<file path="src/hdl/assert_macros.svh">
// Shared assertion shorthands, clocked on clk with rst_n as the reset.
`ifndef ASSERT_MACROS_SVH
`define ASSERT_MACROS_SVH

// Condition holds at every clock edge outside reset.
`define ASSERT_ALWAYS(label, cond, msg) \
    label: assert property (@(posedge clk) disable iff (!rst_n) (cond)) \
        else $error(msg);

// Consequent holds in the same cycle as the antecedent.
`define ASSERT_SAME(label, ante, cons, msg) \
    label: assert property (@(posedge clk) disable iff (!rst_n) (ante) |-> (cons)) \
        else $error(msg);

// Consequent holds in the cycle after the antecedent.
`define ASSERT_NEXT(label, ante, cons, msg) \
    label: assert property (@(posedge clk) disable iff (!rst_n) (ante) |=> (cons)) \
        else $error(msg);

`endif

</file>
<file path="src/hdl/mscd_pkg.sv">
package mscd_pkg;

    // Event kinds on the request channel
    localparam logic [1:0] ACT_BUTTON = 2'd0;
    localparam logic [1:0] ACT_SECOND = 2'd1;
    localparam logic [1:0] ACT_REPEAT = 2'd2;

    // Configuration register indexes
    localparam logic REG_HOLD_REPEATS     = 1'b0;
    localparam logic REG_FAST_SECOND_STEP = 1'b1;

    localparam logic [3:0] HOLD_REPEATS_RESET     = 4'd10;
    localparam logic [2:0] FAST_SECOND_STEP_RESET = 3'd5;

    localparam logic [7:0] SEC_PER_MIN = 8'd60;
    localparam logic [7:0] MIN_PER_HOUR = 8'd60;

    typedef enum logic [2:0] {
        MODE_IDLE,
        MODE_SET,
        MODE_RUN,
        MODE_PAUSE,
        MODE_DONE
    } mode_t;

    typedef enum logic [2:0] {
        MSG_NONE,
        MSG_COUNTING,
        MSG_SET,
        MSG_CLEARED,
        MSG_ALARM
    } msg_t;

    typedef struct packed {
        logic [3:0] hold_repeats;
        logic [2:0] fast_second_step;
    } cfg_t;

    typedef struct packed {
        logic [1:0] action;
        logic       minute_button;
        logic       second_button;
        logic       start_button;
        logic       start_held_long;
    } item_t;

    typedef struct packed {
        mode_t      mode;
        logic [5:0] minute_count;
        logic [5:0] second_count;
        logic [2:0] second_step;
        logic       minute_step;
        logic [3:0] repeat_count;
        logic       started;
        logic       halted;
        logic       lamp_level;
    } state_t;

    localparam state_t STATE_RESET = '{
        mode:         MODE_IDLE,
        minute_count: 6'd0,
        second_count: 6'd0,
        second_step:  3'd0,
        minute_step:  1'b0,
        repeat_count: 4'd0,
        started:      1'b0,
        halted:       1'b0,
        lamp_level:   1'b0
    };

endpackage

</file>
<file path="src/hdl/minute_second_countdown_timer.sv">
// Channel   | Handshake                        | Payload
// ----------+----------------------------------+------------------------------------------
// item      | item_valid / item_ready          | action, minute/second/start_button, held
// result    | result_valid / result_ready      | minutes_now, seconds_now, lamp, msg, flags
// config    | psel, penable, pwrite, pready    | paddr, pwdata, prdata
//
// One request per cycle sustained while result_ready keeps the result register drained.
// The request register feeds one pass of step logic into the state and result registers.
// A full result register that is not taken stalls the step stage; the request register
// then holds one more request before item_ready drops.
// rst_n clears the timer state and the valid flags and sets the configuration registers to their defaults.
`include "assert_macros.svh"

module minute_second_countdown_timer
(
    input  logic        clk,
    input  logic        rst_n,
    input  logic        item_valid,
    output logic        item_ready,
    input  logic [1:0]  action,
    input  logic        minute_button,
    input  logic        second_button,
    input  logic        start_button,
    input  logic        start_held_long,
    output logic        result_valid,
    input  logic        result_ready,
    output logic [5:0]  minutes_now,
    output logic [5:0]  seconds_now,
    output logic        lamp,
    output logic [2:0]  message_code,
    output logic        counting,
    output logic        on_hold,
    input  logic        psel,
    input  logic        penable,
    input  logic        pwrite,
    input  logic [2:0]  paddr,
    input  logic [31:0] pwdata,
    output logic [31:0] prdata,
    output logic        pready
);

    mscd_pkg::cfg_t   cfg;
    mscd_pkg::item_t  item_reg;
    logic             item_vld_reg;
    logic             item_vld_next;
    mscd_pkg::state_t state_reg;
    mscd_pkg::state_t state_next;
    mscd_pkg::msg_t   msg_next;
    logic             res_vld_reg;
    logic             res_vld_next;
    logic [5:0]       res_min_reg;
    logic [5:0]       res_sec_reg;
    logic             res_lamp_reg;
    mscd_pkg::msg_t   res_msg_reg;
    logic             res_cnt_reg;
    logic             res_hold_reg;
    logic             take;
    logic             advance;
    logic             fire;

    mscd_cfg u_cfg
    (
        .clk     (clk),
        .rst_n   (rst_n),
        .psel    (psel),
        .penable (penable),
        .pwrite  (pwrite),
        .paddr   (paddr),
        .pwdata  (pwdata),
        .prdata  (prdata),
        .pready  (pready),
        .cfg     (cfg)
    );

    // Handshake: step when the result register is free or being drained
    assign advance       = ~res_vld_reg | result_ready;
    assign fire          = item_vld_reg & advance;
    assign item_ready    = ~item_vld_reg | advance;
    assign take          = item_valid & item_ready;
    assign item_vld_next = take | (item_vld_reg & ~advance);
    assign res_vld_next  = fire | (res_vld_reg & ~result_ready);

    // Capture the request
    always_ff @(posedge clk or negedge rst_n)
    begin
        if (!rst_n)
            item_vld_reg <= 1'b0;
        else
            item_vld_reg <= item_vld_next;
    end

    always_ff @(posedge clk)
    begin
        if (take)
        begin
            item_reg.action          <= action;
            item_reg.minute_button   <= minute_button;
            item_reg.second_button   <= second_button;
            item_reg.start_button    <= start_button;
            item_reg.start_held_long <= start_held_long;
        end
    end

    mscd_step u_step
    (
        .cur  (state_reg),
        .cfg  (cfg),
        .item (item_reg),
        .nxt  (state_next),
        .msg  (msg_next)
    );

    // Advance the timer state
    always_ff @(posedge clk or negedge rst_n)
    begin
        if (!rst_n)
        begin
            state_reg   <= mscd_pkg::STATE_RESET;
            res_vld_reg <= 1'b0;
        end
        else
        begin
            res_vld_reg <= res_vld_next;
            if (fire)
                state_reg <= state_next;
        end
    end

    // Load the result register
    always_ff @(posedge clk)
    begin
        if (fire)
        begin
            res_min_reg  <= state_next.minute_count;
            res_sec_reg  <= state_next.second_count;
            res_lamp_reg <= state_next.lamp_level;
            res_msg_reg  <= msg_next;
            res_cnt_reg  <= state_next.started;
            res_hold_reg <= state_next.halted;
        end
    end

    assign result_valid = res_vld_reg;
    assign minutes_now  = res_min_reg;
    assign seconds_now  = res_sec_reg;
    assign lamp         = res_lamp_reg;
    assign message_code = res_msg_reg;
    assign counting     = res_cnt_reg;
    assign on_hold      = res_hold_reg;

    `ASSERT_SAME(a_halt_needs_start, state_reg.halted, state_reg.started,
        "paused flag set while timer not started")
    `ASSERT_SAME(a_run_flags, state_reg.mode == mscd_pkg::MODE_RUN,
        state_reg.started && !state_reg.halted, "run mode with inconsistent flags")
    `ASSERT_SAME(a_pause_flags, state_reg.mode == mscd_pkg::MODE_PAUSE,
        state_reg.started && state_reg.halted, "pause mode with inconsistent flags")
    `ASSERT_ALWAYS(a_time_range,
        (state_reg.second_count < 6'd60) && (state_reg.minute_count < 6'd60),
        "time value out of range")
    `ASSERT_NEXT(a_step_gives_result, fire, res_vld_reg,
        "stepped request produced no result")

endmodule

</file>
<file path="src/hdl/mscd_cfg.sv">
module mscd_cfg
(
    input  logic              clk,
    input  logic              rst_n,
    input  logic              psel,
    input  logic              penable,
    input  logic              pwrite,
    input  logic [2:0]        paddr,
    input  logic [31:0]       pwdata,
    output logic [31:0]       prdata,
    output logic              pready,
    output mscd_pkg::cfg_t    cfg
);

    mscd_pkg::cfg_t cfg_reg;
    mscd_pkg::cfg_t cfg_next;
    logic           wr_en;

    assign pready = 1'b1;
    assign wr_en  = psel & penable & pwrite;

    // Decode the register write
    always_comb
    begin
        cfg_next = cfg_reg;
        if (wr_en)
        begin
            unique case (paddr[2])
                mscd_pkg::REG_HOLD_REPEATS:     cfg_next.hold_repeats     = pwdata[3:0];
                mscd_pkg::REG_FAST_SECOND_STEP: cfg_next.fast_second_step = pwdata[2:0];
                default:                        cfg_next = cfg_reg;
            endcase
        end
    end

    // Hold the register values
    always_ff @(posedge clk or negedge rst_n)
    begin
        if (!rst_n)
        begin
            cfg_reg.hold_repeats     <= mscd_pkg::HOLD_REPEATS_RESET;
            cfg_reg.fast_second_step <= mscd_pkg::FAST_SECOND_STEP_RESET;
        end
        else
        begin
            cfg_reg <= cfg_next;
        end
    end

    // Read back
    always_comb
    begin
        unique case (paddr[2])
            mscd_pkg::REG_HOLD_REPEATS:     prdata = {28'd0, cfg_reg.hold_repeats};
            mscd_pkg::REG_FAST_SECOND_STEP: prdata = {29'd0, cfg_reg.fast_second_step};
            default:                        prdata = 32'd0;
        endcase
    end

    assign cfg = cfg_reg;

endmodule

</file>
<file path="src/hdl/mscd_adjust.sv">
module mscd_adjust
(
    input  logic [5:0] sec_in,
    input  logic [5:0] min_in,
    input  logic [2:0] dsec,
    input  logic       down,
    input  logic       dmin,
    output logic [5:0] sec_out,
    output logic [5:0] min_out
);

    logic [7:0] s_raw;
    logic [7:0] s_fix;
    logic [7:0] s_wrap;
    logic [7:0] m_raw;
    logic [7:0] m_carry;
    logic       sec_change;
    logic       borrow;
    logic       carry;

    // Step the seconds, borrowing a minute on underflow
    always_comb
    begin
        if (down)
            s_raw = {2'd0, sec_in} - 8'd1;
        else
            s_raw = {2'd0, sec_in} + {5'd0, dsec};
        sec_change = down | (dsec != 3'd0);
        borrow     = (s_raw == 8'd255) && (min_in != 6'd0) && sec_change;
        s_fix      = borrow ? 8'd59 : s_raw;
        if (borrow)
            m_raw = {2'd0, min_in} - 8'd1;
        else
            m_raw = {2'd0, min_in} + {7'd0, dmin};
    end

    // Wrap seconds past a minute and carry; minutes past an hour wrap to zero
    always_comb
    begin
        carry = (s_fix >= mscd_pkg::SEC_PER_MIN);
        if (s_fix >= 8'd240)
            s_wrap = s_fix - 8'd240;
        else if (s_fix >= 8'd180)
            s_wrap = s_fix - 8'd180;
        else if (s_fix >= 8'd120)
            s_wrap = s_fix - 8'd120;
        else if (carry)
            s_wrap = s_fix - mscd_pkg::SEC_PER_MIN;
        else
            s_wrap = s_fix;
        m_carry = m_raw + {7'd0, carry};
        sec_out = s_wrap[5:0];
        min_out = (m_carry >= mscd_pkg::MIN_PER_HOUR) ? 6'd0 : m_carry[5:0];
    end

endmodule

</file>
<file path="src/hdl/mscd_step.sv">
module mscd_step
(
    input  mscd_pkg::state_t cur,
    input  mscd_pkg::cfg_t   cfg,
    input  mscd_pkg::item_t  item,
    output mscd_pkg::state_t nxt,
    output mscd_pkg::msg_t   msg
);

    logic       is_button;
    logic       is_tick;
    logic       start_only;
    logic       time_nonzero;
    logic [2:0] sstep_sel;
    logic       mstep_sel;
    logic [3:0] rep_sel;
    logic       accel;
    logic [2:0] adj_dsec;
    logic       adj_dmin;
    logic [5:0] adj_sec;
    logic [5:0] adj_min;

    assign is_button    = (item.action == mscd_pkg::ACT_BUTTON);
    assign is_tick      = (item.action == mscd_pkg::ACT_SECOND);
    assign start_only   = item.start_button & ~item.minute_button & ~item.second_button;
    assign time_nonzero = (cur.minute_count != 6'd0) || (cur.second_count != 6'd0);

    // Pick the step sizes: a button change loads them, a repeat keeps them
    always_comb
    begin
        if (is_button)
        begin
            sstep_sel = {2'd0, item.second_button};
            mstep_sel = item.minute_button;
            rep_sel   = (item.minute_button & ~item.second_button) ? 4'd0 : cur.repeat_count;
        end
        else
        begin
            sstep_sel = cur.second_step;
            mstep_sel = cur.minute_step;
            rep_sel   = cur.repeat_count;
        end
        accel    = (rep_sel >= cfg.hold_repeats);
        adj_dsec = is_tick ? 3'd0 : sstep_sel;
        adj_dmin = is_tick ? 1'b0 : mstep_sel;
    end

    mscd_adjust u_adjust
    (
        .sec_in  (cur.second_count),
        .min_in  (cur.minute_count),
        .dsec    (adj_dsec),
        .down    (is_tick),
        .dmin    (adj_dmin),
        .sec_out (adj_sec),
        .min_out (adj_min)
    );

    // Next state and message for one event
    always_comb
    begin
        nxt = cur;
        msg = mscd_pkg::MSG_NONE;
        unique case (item.action)
            mscd_pkg::ACT_BUTTON:
            begin
                if (start_only)
                begin
                    if (item.start_held_long)
                    begin
                        nxt.minute_count = 6'd0;
                        nxt.second_count = 6'd0;
                        nxt.halted       = 1'b0;
                        nxt.started      = 1'b0;
                        nxt.mode         = mscd_pkg::MODE_IDLE;
                        nxt.lamp_level   = 1'b0;
                        msg              = mscd_pkg::MSG_CLEARED;
                    end
                    else if (time_nonzero)
                    begin
                        if (!cur.started)
                        begin
                            nxt.started = 1'b1;
                            nxt.mode    = mscd_pkg::MODE_RUN;
                            msg         = mscd_pkg::MSG_COUNTING;
                        end
                        else if (cur.halted)
                        begin
                            nxt.halted = 1'b0;
                            nxt.mode   = mscd_pkg::MODE_RUN;
                        end
                        else
                        begin
                            nxt.halted = 1'b1;
                            nxt.mode   = mscd_pkg::MODE_PAUSE;
                        end
                    end
                    else
                    begin
                        nxt.mode       = mscd_pkg::MODE_IDLE;
                        nxt.lamp_level = 1'b0;
                    end
                end
                else if (!cur.started)
                begin
                    if (item.minute_button | item.second_button)
                    begin
                        // Enter set mode and take one step at once
                        nxt.mode         = mscd_pkg::MODE_SET;
                        nxt.minute_step  = mstep_sel;
                        nxt.second_count = adj_sec;
                        nxt.minute_count = adj_min;
                        nxt.second_step  = accel ? cfg.fast_second_step : sstep_sel;
                        nxt.repeat_count = accel ? rep_sel : rep_sel + 4'd1;
                        msg              = mscd_pkg::MSG_SET;
                    end
                    else
                    begin
                        nxt.repeat_count = 4'd0;
                        nxt.mode         = mscd_pkg::MODE_IDLE;
                        nxt.lamp_level   = 1'b0;
                    end
                end
            end
            mscd_pkg::ACT_SECOND:
            begin
                if (cur.mode == mscd_pkg::MODE_RUN)
                begin
                    nxt.second_count = adj_sec;
                    nxt.minute_count = adj_min;
                    if ((adj_sec == 6'd0) && (adj_min == 6'd0))
                    begin
                        nxt.mode       = mscd_pkg::MODE_DONE;
                        nxt.started    = 1'b0;
                        nxt.halted     = 1'b0;
                        nxt.lamp_level = 1'b1;
                        msg            = mscd_pkg::MSG_ALARM;
                    end
                    else
                    begin
                        nxt.lamp_level = ~cur.lamp_level;
                        msg            = mscd_pkg::MSG_COUNTING;
                    end
                end
            end
            mscd_pkg::ACT_REPEAT:
            begin
                if (cur.mode == mscd_pkg::MODE_SET)
                begin
                    nxt.second_count = adj_sec;
                    nxt.minute_count = adj_min;
                    nxt.second_step  = accel ? cfg.fast_second_step : sstep_sel;
                    nxt.repeat_count = accel ? rep_sel : rep_sel + 4'd1;
                    msg              = mscd_pkg::MSG_SET;
                end
            end
            default:
            begin
                nxt = cur;
                msg = mscd_pkg::MSG_NONE;
            end
        endcase
    end

endmodule

</file>
<file path="config.mk">
export PLATFORM = sky130hd
export DESIGN_NAME = minute_second_countdown_timer
export DESIGN_NICKNAME = d
export VERILOG_FILES = /design/src/hdl/mscd_pkg.sv /design/src/hdl/minute_second_countdown_timer.sv /design/src/hdl/mscd_cfg.sv /design/src/hdl/mscd_adjust.sv /design/src/hdl/mscd_step.sv
export VERILOG_INCLUDE_DIRS = /design/src /design/src/hdl
export SDC_FILE = /design/constraint.sdc
export NUM_CORES = 1
export LEC_CHECK = 0
export BUFFER_PORTS_ARGS = -buffer_cell sky130_fd_sc_hd__clkbuf_2
export CAP_MARGIN = 0
export CORE_UTILIZATION = 55
export CTS_CLUSTER_DIAMETER = 30
export DETAILED_ROUTE_END_ITERATION = 8
export MAX_ROUTING_LAYER = met4
export PLACE_DENSITY_LB_ADDON = 0.12
export SYNTH_ARGS = -nofsm -noshare
export SYNTH_HDL_FRONTEND = slang
export SYNTH_SLANG_ARGS = --single-unit
</file>
<file path="constraint.sdc">
create_clock -name clk -period 13.2 [get_ports clk]
set_clock_uncertainty 0.1 [all_clocks]
set_input_delay 1.32 -clock clk [delete_from_list [all_inputs] [get_ports clk]]
set_output_delay 1.32 -clock clk [all_outputs]
set_load 0.01 [all_outputs]
</file>
======== Word level (Yosys, flattened, before mapping) ========
Cells that the tools add are included.
cells by class
  add/subtract/negate cells ............... 10
  order comparisons ....................... 6
  equality and inequality tests ........... 12
  mux-type cells .......................... 59
  bitwise gates (word level) .............. 25
  reductions and logical operators ........ 18
operators by type and width
  cell                                                                   number
  32-bit case mux with 2 select lines                                    1
  15-bit two-way mux                                                     3
  3-bit two-way mux                                                      13
  12-bit case mux with 3 select lines                                    1
  8-bit two-way mux                                                      4
  6-bit two-way mux                                                      5
  6-bit subtractor, second input constant                                4
  23-bit two-way mux                                                     1
  4-bit two-way mux                                                      5
  3-bit case mux with 2 select lines                                     3
  8-bit by 6-bit >= comparator with 1-bit output, second input constant  2
  8-bit >= comparator, second input constant                             2
  16-bit two-way mux                                                     1
  5-bit AND reduction                                                    3
  6-bit by 1-bit subtractor with 7-bit output, second input constant     2
  1-bit two-way mux                                                      13
  6-bit logical NOT                                                      2
  12-bit two-way mux                                                     1
  2-bit two-way mux                                                      6
  6-bit nonzero test                                                     2
  2-bit inequality test, second input constant                           5
  1-bit NOT                                                              10
  1-bit bitwise AND                                                      9
  3-bit case mux with 3 select lines                                     1
  22 further kinds                                                       31
word-level totals
  flip-flop bits (word level) ............. 59
  input bits .............................. 48
  output and inout port bits .............. 53
  logic and storage cells ................. 154

======== Logic depth before layout (Yosys ltp) ========
  word-level depth ........................ 19
  mapped depth ............................ 25
  mapped depth without buffers ............ 22

======== By module ========
Synthesis repeated with hierarchy kept, for this count alone.
second synthesis, totals
  cell total of the unflattened synthesis .. 438
  area, all modules ....................... 4471.8 um^2
modules (own cells, without submodules)
  module                         times used  cells an instance  area each (um^2)  seq. area each (um^2)
  minute_second_countdown_timer  1           87                 1863.0            1421.4
  mscd_adjust                    1           144                1073.5            0.0
  mscd_step                      1           156                972.2             0.0
  mscd_cfg                       1           51                 563.0             180.2

======== Worst setup path before layout ========
Ideal clock, no wire load.
  kind .................................... register to register
  from .................................... register item_reg[5] in the netlist's numbering
  to ...................................... register res_min_reg[4] (netlist: minutes_now[4]) (data pin)
  library setup time ...................... 132 ps
  arrival time ............................ 4646 ps
  required time ........................... 12968 ps
  slack ................................... 8322 ps
  stages on the path, launching flop included .. 24
  buffers on the path ..................... 4
  clock period less this slack ............ 4878 ps
  path through ............................ edfxtp_1 -> buf_4 -> clkbuf_1 -> nand2_1 -> inv_1 -> ha_1 -> a211oi_1 -> or4_1 -> a211o_1 -> buf_6 -> o21ai_1 -> inv_1 -> ha_1 -> nand2_1 -> nand2_1 -> ha_1 -> nor3b_1 -> mux2_2 -> o21ai_0 -> xnor2_1 -> a311oi_2 -> a21boi_2 -> buf_6 -> a22o_1
RTL lines
  what                  RTL line                              text
  from (decl)           minute_second_countdown_timer.sv:43   mscd_pkg::item_t item_reg;
  to (signal assigned)  minute_second_countdown_timer.sv:134  res_min_reg <= state_next.minute_count;
  to (decl)             minute_second_countdown_timer.sv:51   logic [5:0] res_min_reg;

==> summary.md <==
| Metric | Value |
|---|---|
| Worst-path maximum fanout | 18 |
| Switching Fraction | 40.73% |
| Chip Height | 93.62 um |
| IO Port Bufs | 41 |
| Static Leak | 2.195 nW |
| R2R Setup Slk | 7.11 ns |
| GRT Overall Usage | 24.82% |
| Insertion delay to the later sink of the worst-skew pair | 0.34 ns |
| Number of cells on the critical path | 19 |
| Avg WL per Cell | 15.29 um |
| Routed Antenna Nets | 0 |
| Layout Nets | 610 |
| Worst-path clk slew | 0.07 ns |
| Final WS setup | 7.110 ns |
| 1st-pass router iterations | 7 |
| CP cell instances | nor2_1 -> a22o_1 -> ha_1 -> a211oi_1 -> or4_1 -> a211o_1 -> o21ai_1 -> inv_1 -> ha_1 -> nand2_1 -> nand2_1 -> ha_1 -> nor3b_1 -> mux2_2 -> o21ai_0 -> xnor2_1 -> a311oi_2 -> a21boi_2 -> a22o_1 |
| Fillers | 700 |
| Antenna violations before repair | 0 |
| Sw Pwr | 369.3 uW |
| Final slew viol count | 0 |
| Final Hold Fails | 0 |
| Clock buffer depth | 2 |
| Async SR Flop Fraction | 59.32% |
| Largest family of logic cells by synthesized area | compound AO/OA/AOI/OAI gates |
| Synth warn | 0 |
| Setup violations, final | 0 |
| Root Buffer | clkbuf_8 |
| Main flop type after synthesis | dfrtp_1 |
| Clock Power Share | 22.6% |
| Post-synthesis sequential area ratio | 34.69% |
| CP Class | register to register |
| Distinct cells, synth | 75 |
| Share of layout cells above drive strength 1 | 16.39% |
| CTS sink count | 59 |
| Core box area | 0.008175 mm2 |
| ANT cells | 0 |
| Fin crit share | 46.14% |
| Synth Area in Adders | 6.667% |
| Critical path's slowest cell | edfxtp_1 |
| Multiplexer area fraction after synthesis | 3.279% |
| Post-synthesis xor/xnor area fraction | 2.818% |
| Final setup TNS | 0 ns |
| Post-synthesis compound-gate area fraction | 23.31% |
| Syn Area/Cell | 9.142 um2 |
| First-pass GRT wire length | 16350 um |
| Unrepaired setup endpoints after global routing | no |
| Largest net degree at the start of global routing | 36 |
| Cells after synthesis | 505 |
| Number of synthesized register bits | 59 |
| GP Congestion | 0.8857 |
| PwrDens | 181.4 mW/mm2 |
| CTS tree | done |
| Hold WC Path Type | register to register |
| Reg power frac | 31.0% |
| DR vias | 3862 |
| Detailed placement HPWL | 7415 um |
| Peak Freq | 0.1642 GHz |
| Internal power | 537.5 uW |
| CTS Buf Count | 9 |
| Data required time of the worst path | 13.31 ns |
| CP arrival | 6.20 ns |
| Slew headroom | 29.47% |
| Grt ovf | 0 |
| Post-layout min period | 6.090 ns |
| WL final | 9907 um |
| Reg2Reg Depth | 19 |
| H-tree levels | 3 |
| Post-Syn Area | 0.004617 mm2 |
| Vias in the first global route | 3443 |
| Resized Gates After CTS | 0 |
| CP most frequent cell | ha_1 |
| # hold bufs at CTS | 0 |
| Post-layout util | 61.14% |
| Max FFs per register | 26 |
| Worst vdd ir | 0.0001007 V |
| Post-Synth Simple-Gate Area | 19.89% |
| Dpl ws | 7.148 ns |
| Startpoint types | register |
| CP bufs+invs | 1 |
| Vias per inst | 5.960 |
| Die W | 93.62 um |
| Comb power frac | 46.4% |
| Largest stage delay on the critical path | 0.65 ns |
| Syn-to-layout area delta | 8.265% |
| Max Cap Viol | 0 |
| Status | finished, final reports clean |
| Slew of the pin with the lowest slew margin | 1.058 ns |
| Crit path max-delay family | compound AO/OA/AOI/OAI gates |
| I/O pins | 101 |
| Drt first-iter violations | 232 |
| Starting Density | 56.47% |
| Row Count | 33 |
| Setup bufs post-CTS | 0 |
| Die ar. | 0.008765 mm2 |
| EDFF count, synth | 24 |
| Hold Path Depth | 2 |
| Post-route DRC | 0 |
| Setup crit end kind | register |
power by group through the flow:
stage,clock network (mW),logic [mW],registers [mW]
finish,0.205,0.421,0.281
global route,0.218,0.474,0.289
CTS,0.208,0.420,0.280
detailed placement,0,0.417,0.283
global placement,0,0.408,0.282
floorplan,0,0.339,0.271
cell usage in the layout, fill, tap and decap left out, types with 10 or more instances in the layout:
master    synthesis  layout
conb_1            2      29
nor2_1           34      34
a22o_1           15      15
nand2_1          57      57
clkbuf_8          0      11
nor3_1           13      13
a31oi_1          10      10
ha_1             23      23
edfxtp_1         24      24
nand2b_1         12      12
a21oi_1          11      11
o21ai_0          39      39
and2_1           13      13
clkbuf_2          0      41
inv_1            24      24
dfrtp_1          31      31
area by class of cell:
cell class	instances	area, um2	share of cell area [%]
timing repair buffer	42	212.7	4.255
clock buffer	11	151.4	3.029
inverter	26	110.1	2.203
sequential	59	1602	32.04
multi-input combinational	400	2693	53.87
clock inverter	5	98.84	1.977
tap	105	131.4	2.628
tightest hold or removal path: stages (launching register included):
cell     delay [ns]
dfrtp_1        0.35
nand2_1        0.05
o21ai_0        0.06
per-layer routing:
metal | part of all wire [%] | track usage [%] | vias up | wire length [um]
met5 | 0 | - | - | 0
met4 | 1.7 | 8.205 | 0 | 167
met3 | 6.2 | 5.285 | 18 | 614
met2 | 46 | 37.87 | 158 | 4548
met1 | 46 | 32.95 | 1822 | 4576
li1 | - | - | 1864 | -
synthesized netlist by cell type, types with 4 or more instances:
cell type  count  area [um2]
nand2_1       57       214.0
o21ai_0       39       195.2
nor2_1        34       127.6
dfrtp_1       31       775.7
buf_4         30       225.2
edfxtp_1      24       720.7
inv_1         24       90.09
ha_1          23       287.8
a22o_1        15       131.4
and2_1        13       81.33
nor3_1        13       65.06
clkbuf_1      12       45.04
nand2b_1      12       75.07
a21oi_1       11       55.05
a31oi_1       10       62.56
mux2_2         9       101.4
nand3_1        9       45.04
a21o_1         7       52.55
a32o_1         7       70.07
xnor2_1        7       61.31
a211oi_1       6       45.04
o22ai_1        6       37.54
a21boi_0       5       37.54
mux2i_1        5       50.05
dfstp_2        4       105.1
nand4_1        4       25.02
nor3b_1        4       30.03
o21ai_1        4       20.02
or3_1          4       25.02
kinds of logic (layout without fill, tap and decap cells):
kind of cell,count (synthesis),count (layout)
AOI/OAI and AO/OA,146,146
and+or+nand+nor,176,176
DFF,59,59
xor gates and xnor gates,11,11
other,2,29
muxes,14,14
buffers and inverters,73,84
adders and majority gates,24,24
final timing paths:
path,endpoint,start
worst max-delay path,minutes_now[4],item_reg[5]
worst min-delay path,state_reg[8],state_reg[8]
worst max register to register,minutes_now[4],item_reg[5]
worst min register to register,state_reg[8],state_reg[8]
max in group asynchronous,u_cfg.cfg[3],rst_n
min in group asynchronous,state_reg[23],rst_n
through the flow:
stage / instance area, um2 / hold WS, ns / power [mW] / cells
6_report: 4999 / 0.3872 / 0.9067 / 648
5_1_grt: 4999 / 0.4205 / 0.9796 / 648
4_1_cts: 4999 / 0.3851 / 0.9084 / 648
3_5_place_dp: 4748 / 0.3605 / 0.7007 / 632
3_3_place_gp: 4748 / 0.3475 / 0.6899 / 632
2_1_floorplan: 4718 / 0.3345 / 0.6102 / 532
Note: power is estimated with default switching activity, not from simulation.
